[config.mk]
export PLATFORM = sky130hd
export DESIGN_NAME = mfld_ctrl
export DESIGN_NICKNAME = d
export VERILOG_FILES = /design/src/hw/rtl/mfld_pkg.sv /design/src/hw/rtl/mfld_ctrl.sv
export SDC_FILE = /design/constraint.sdc
export NUM_CORES = 1
export LEC_CHECK = 0
export BUFFER_PORTS_ARGS = -buffer_cell sky130_fd_sc_hd__buf_2
export CORE_AREA = 2 2 39 41
export DETAILED_ROUTE_END_ITERATION = 6
export DIE_AREA = 0 0 41 43
export PLACE_DENSITY_LB_ADDON = 0.15
export SYNTH_ARGS = -nofsm -noshare
export SYNTH_HDL_FRONTEND = slang
export SYNTH_SLANG_ARGS = --single-unit
[constraint.sdc]
create_clock -name clock -period 2.3 [get_ports clock]
set_input_delay 0.46 -clock clock [delete_from_list [all_inputs] [get_ports clock]]
set_output_delay 0.46 -clock clock [all_outputs]
set_load 0.02 [all_outputs]
[src/hw/rtl/mfld_pkg.sv]
// Shared types and constants for the monochrome frame buffer line drawer.
// Holds command codes, controller states and the controller/datapath structs.
// No dependencies.
`timescale 1ns / 1ps
`default_nettype none

package mfld_pkg;

   // Default panel geometry: columns and eight-row pages.
   localparam int PANEL_WIDTH_DEF = 84;
   localparam int PANEL_PAGES_DEF = 6;

   // Fixed field widths of the request and response words.
   localparam int COORD_W     = 7;
   localparam int CMD_W       = 2;
   localparam int RADDR_W     = 9;
   localparam int DATA_W      = 8;
   localparam int COUNT_W     = 8;
   localparam int REQ_TDATA_W = 40;
   localparam int RSP_TDATA_W = 16;

   // Command codes carried in the request tuser field.
   typedef enum logic [CMD_W-1:0] {
      CMD_DRAW  = 2'd0,
      CMD_CLEAR = 2'd1,
      CMD_READ  = 2'd2
   } cmd_type;

   // Controller states.
   typedef enum logic [2:0] {
      ST_INIT,
      ST_IDLE,
      ST_PIX,
      ST_WR,
      ST_CLEAR,
      ST_FETCH,
      ST_DONE
   } state_type;

   // Commands from the controller to the datapath.
   typedef struct packed {
      logic load;
      logic pix_rd;
      logic pix_wr;
      logic step;
      logic clr_wr;
      logic fetch;
      logic res_load;
   } ctrl_type;

   // Status from the datapath to the controller.
   typedef struct packed {
      logic in_panel;
      logic line_last;
      logic clr_last;
   } stat_type;

endpackage

`default_nettype wire

[src/hw/rtl/mfld_ctrl.sv]
// Controller state machine for the frame buffer line drawer.
// Sequences clear sweeps, pixel read-modify-write and result hand-off.
// Depends on mfld_pkg.
`timescale 1ns / 1ps
`default_nettype none

module mfld_ctrl (
   input  wire logic                        clock,
   input  wire logic                        reset,
   input  wire logic                        req_tvalid,
   output logic                             req_tready,
   input  wire logic [mfld_pkg::CMD_W-1:0]  req_cmd,
   output logic                             rsp_tvalid,
   input  wire logic                        rsp_tready,
   output mfld_pkg::ctrl_type               ctrl,
   input  wire mfld_pkg::stat_type          stat
);

   mfld_pkg::state_type state_ff, state_in;
   logic rsp_valid_ff, rsp_valid_in;
   logic out_free;
   logic accept;

   assign out_free = !rsp_valid_ff || rsp_tready;
   assign accept   = req_tvalid && (state_ff == mfld_pkg::ST_IDLE);

   // Next state.
   always_comb begin
      state_in = state_ff;
      case (state_ff)
         mfld_pkg::ST_INIT: begin
            if (stat.clr_last) state_in = mfld_pkg::ST_IDLE;
         end
         mfld_pkg::ST_IDLE: begin
            if (accept) begin
               case (req_cmd)
                  mfld_pkg::CMD_DRAW:  state_in = mfld_pkg::ST_PIX;
                  mfld_pkg::CMD_CLEAR: state_in = mfld_pkg::ST_CLEAR;
                  mfld_pkg::CMD_READ:  state_in = mfld_pkg::ST_FETCH;
                  default:             state_in = mfld_pkg::ST_DONE;
               endcase
            end
         end
         mfld_pkg::ST_PIX: begin
            if (stat.in_panel) state_in = mfld_pkg::ST_WR;
            else if (stat.line_last) state_in = mfld_pkg::ST_DONE;
         end
         mfld_pkg::ST_WR: begin
            state_in = stat.line_last ? mfld_pkg::ST_DONE : mfld_pkg::ST_PIX;
         end
         mfld_pkg::ST_CLEAR: begin
            if (stat.clr_last) state_in = mfld_pkg::ST_DONE;
         end
         mfld_pkg::ST_FETCH: begin
            state_in = mfld_pkg::ST_DONE;
         end
         mfld_pkg::ST_DONE: begin
            if (out_free) state_in = mfld_pkg::ST_IDLE;
         end
         default: state_in = mfld_pkg::ST_IDLE;
      endcase
   end

   // Datapath commands and input ready.
   always_comb begin
      ctrl       = '0;
      req_tready = 1'b0;
      case (state_ff)
         mfld_pkg::ST_INIT,
         mfld_pkg::ST_CLEAR: ctrl.clr_wr = 1'b1;
         mfld_pkg::ST_IDLE: begin
            req_tready = 1'b1;
            ctrl.load  = req_tvalid;
         end
         mfld_pkg::ST_PIX: begin
            if (stat.in_panel) ctrl.pix_rd = 1'b1;
            else ctrl.step = !stat.line_last;
         end
         mfld_pkg::ST_WR: begin
            ctrl.pix_wr = 1'b1;
            ctrl.step   = !stat.line_last;
         end
         mfld_pkg::ST_FETCH: ctrl.fetch = 1'b1;
         mfld_pkg::ST_DONE: ctrl.res_load = out_free;
         default: ctrl = '0;
      endcase
   end

   // Result valid flag: set when a result is loaded, dropped when taken.
   always_comb begin
      rsp_valid_in = rsp_valid_ff;
      if (ctrl.res_load) rsp_valid_in = 1'b1;
      else if (rsp_tready) rsp_valid_in = 1'b0;
   end

   always_ff @(posedge clock) begin
      if (reset) begin
         state_ff     <= mfld_pkg::ST_INIT;
         rsp_valid_ff <= 1'b0;
      end else begin
         state_ff     <= state_in;
         rsp_valid_ff <= rsp_valid_in;
      end
   end

   assign rsp_tvalid = rsp_valid_ff;

endmodule

`default_nettype wire

==> impl_metrics.py <==
metrics = {
    "grt": {
        "antenna_found_initial": 0,
        "grt-ovfl-total": 0,
        "use_met2": 0.156,
        "met3_usage": 0.0262,
        "grt_usage": 0.119,
        "grt_pass1_vias": 337,
        "grt_max_degree": 16,
        "grt_busiest_layer": "met2",
        "grt_pass1_wl_um": 1420,
        "grt_use_met1": 0.156,
    },
    "cts": {
        "cts_resized": 0,
        "clkTransAtPathRegs_ps": 40,
        "hold_buffers": 0,
        "cts_made_buffers": 3,
        "cts.sinks": 4,
        "cts_tree": "built",
        "clockBufferDepth": 2,
        "htreeDepth": 1,
        "ctsRootBufferMaster": "clkbuf_4",
        "clk-insertion-delay-late_ps": 230,
        "post-cts-setup-buffers": 0,
    },
    "detailed_routing": {
        "drt_first_pass_iters": 3,
        "postRouteAntennaNets": 0,
        "drtIter0Drc": 5,
        "vias": 385,
        "routedWlPerCell_um": 10.2,
        "vias_per_cell": 4.64,
        "drc_errors": 0,
        "wirelength_um": 849,
    },
    "finish": {
        "drive_above_1_share": 0.313,
        "final_cell_mix": "buf_2 (17), inv_1 (6), nor2_1 (6), nand2_1 (5), nor3_1 (5)",
        "utilization": 0.326,
        "final_nets": 80,
        "antennaDiodeCount": 0,
        "nFillCells": 169,
        "final_common_cell": "buf_2",
        "multi_input_area_um2": 221,
        "post-route-cell-area_um2": 452,
        "fin_cells": 83,
        "regArea_um2": 80.1,
        "syn_to_final_growth_pct": 24.9,
    },
    "placement": {
        "postPlaceCellArea_um2": 429,
        "post-place-cells": 80,
        "dp_worst_setup_slack_ps": 620,
        "portBuffers": 17,
        "gp_congestion": 0.731,
        "dp_hpwl_um": 673,
    },
    "sta": {
        "worst_hold_slack_ps": 437,
        "clock-skew-final_ps": 2.22,
        "relSlewSlack": 0.703,
        "min_period_over_period": 0.810,
        "finalCriticalPeriod_ps": 1860,
        "timing.fmax_mhz": 537,
        "rsz0062_at_grt": "false",
        "tns_ps": 0,
        "setup_viol": 0,
        "tightestPinTransition_ps": 445,
        "drv_slew": 0,
        "finalHoldViolCount": 0,
        "fin_ws_ps": 436,
    },
    "power": {
        "power_density_nw_per_um2": 597,
        "vdd_ir_drop_max_mv": 0.112,
        "p_total_mw": 0.270,
        "power_leakage_nw": 0.228,
    },
    "logic_synthesis": {
        "syn_nets": 62,
        "synth_cells": 51,
        "avgSynthCellArea_um2": 7.09,
        "yosys.area.top_type": "dfxtp_1",
        "netlist_top_cells_area": "dfxtp_1 (22%), ha_1 (6.9%), nor3_1 (6.9%), buf_6 (6.2%), inv_1 (6.2%)",
        "synth_seq_cells": 4,
        "synth_edf_count": 0,
        "synth_area_um2": 362,
        "ys_seq_area_frac": 0.221,
        "yosysWarnings": 0,
        "yosysTopAreaCellShare": 0.221,
        "yosysUniqueCellTypes": 20,
        "synth_async_sr_flop_share": 0,
        "synth_ff_type": "dfxtp_1",
    },
    "floorplan": {
        "io_pins": 18,
        "dieArea_um2": 1760,
        "dieWidth_um": 41,
        "start_util": 0.261,
        "coreArea_um2": 1380,
        "std_cell_rows": 14,
        "die_y_um": 43,
    },
    "worst_setup_path": {
        "cp.arrival_ps": 1400,
        "cp-end-kind": "primary output",
        "crit_type": "reg -> out",
        "critPathBufInv": 2,
        "cp_top_family": "flip-flops",
        "critical_path_required_ps": 1840,
        "startpoint_type": "flop",
        "worst_path_max_delay_cell": "dfxtp_1",
        "cp_max_fo": 7,
        "worstPathCellList": "inv_1 > a2111oi_0 > buf_2",
        "max_stage_delay_ps": 430,
    },
    "flow_run": {
        "drv_cap": 0,
    },
    "hold_path": {
        "min_path_type": "in -> reg",
    },
    "status": {
        "status": "finished clean",
    },
}
## path summary, 6_finish.rpt
path                            slack, ps         from  depth (start not counted)          end
worst max-delay path                  440  state_ff[0]                          3      ctrl[3]
worst min-delay path                  440        reset                          2   rsp_tvalid
worst max register to register        960  state_ff[2]                          4  state_ff[0]
worst min register to register        660   rsp_tvalid                          3   rsp_tvalid
## area by class of cell
class,count,area share
clock buffer,3,0.0499
timing repair buffer,17,0.188
sequential,4,0.177
multi-input combinational,37,0.490
tap,16,0.0443
inverter,6,0.0499
## logic make-up after synthesis
kind of cell,Yosys count,synth area share
and+or+nand+nor,23,0.322
buffers and inverters,10,0.166
adders and majority gates,2,0.0692
DFF,4,0.221
AOI/OAI and AO/OA,12,0.221
## metal layers
layer / up-vias / part of all wire
li1: 206 / -
met1: 165 / 0.48
met2: 12 / 0.45
met3: 2 / 0.052
met4: 0 / 0.014
met5: - / 0
## sequential cells by signal, summed over array words and instances (netlist names)
name and flops:
state_ff 3, rsp_tvalid 1
## where the power goes
| group | leakage [nW] | switching, mW | internal [mW] |
|---|---|---|---|
| clock network | 0.0138 | 0.0265 | 0.0582 |
| logic | 0.181 | 0.0525 | 0.0373 |
| registers | 0.0328 | 0.0179 | 0.0773 |
## synth_stat cells (2+ instances only)
| cell type | n |
|---|---|
| dfxtp_1 | 4 |
| inv_1 | 6 |
| buf_6 | 2 |
| a211oi_1 | 2 |
| a21oi_1 | 3 |
| ha_1 | 2 |
| o21ai_0 | 2 |
| buf_4 | 2 |
| nor3_1 | 5 |
| o31ai_1 | 3 |
| nor2b_1 | 2 |
| nor2_1 | 6 |
| nand2_1 | 5 |
## worst reg2reg max path: stages (launching register included)
cell	delay, ps
dfxtp_1	430
or3b_1	420
o311ai_1	90
o31ai_1	110
a211oi_1	200
Note: power is estimated with default switching activity, not from simulation.
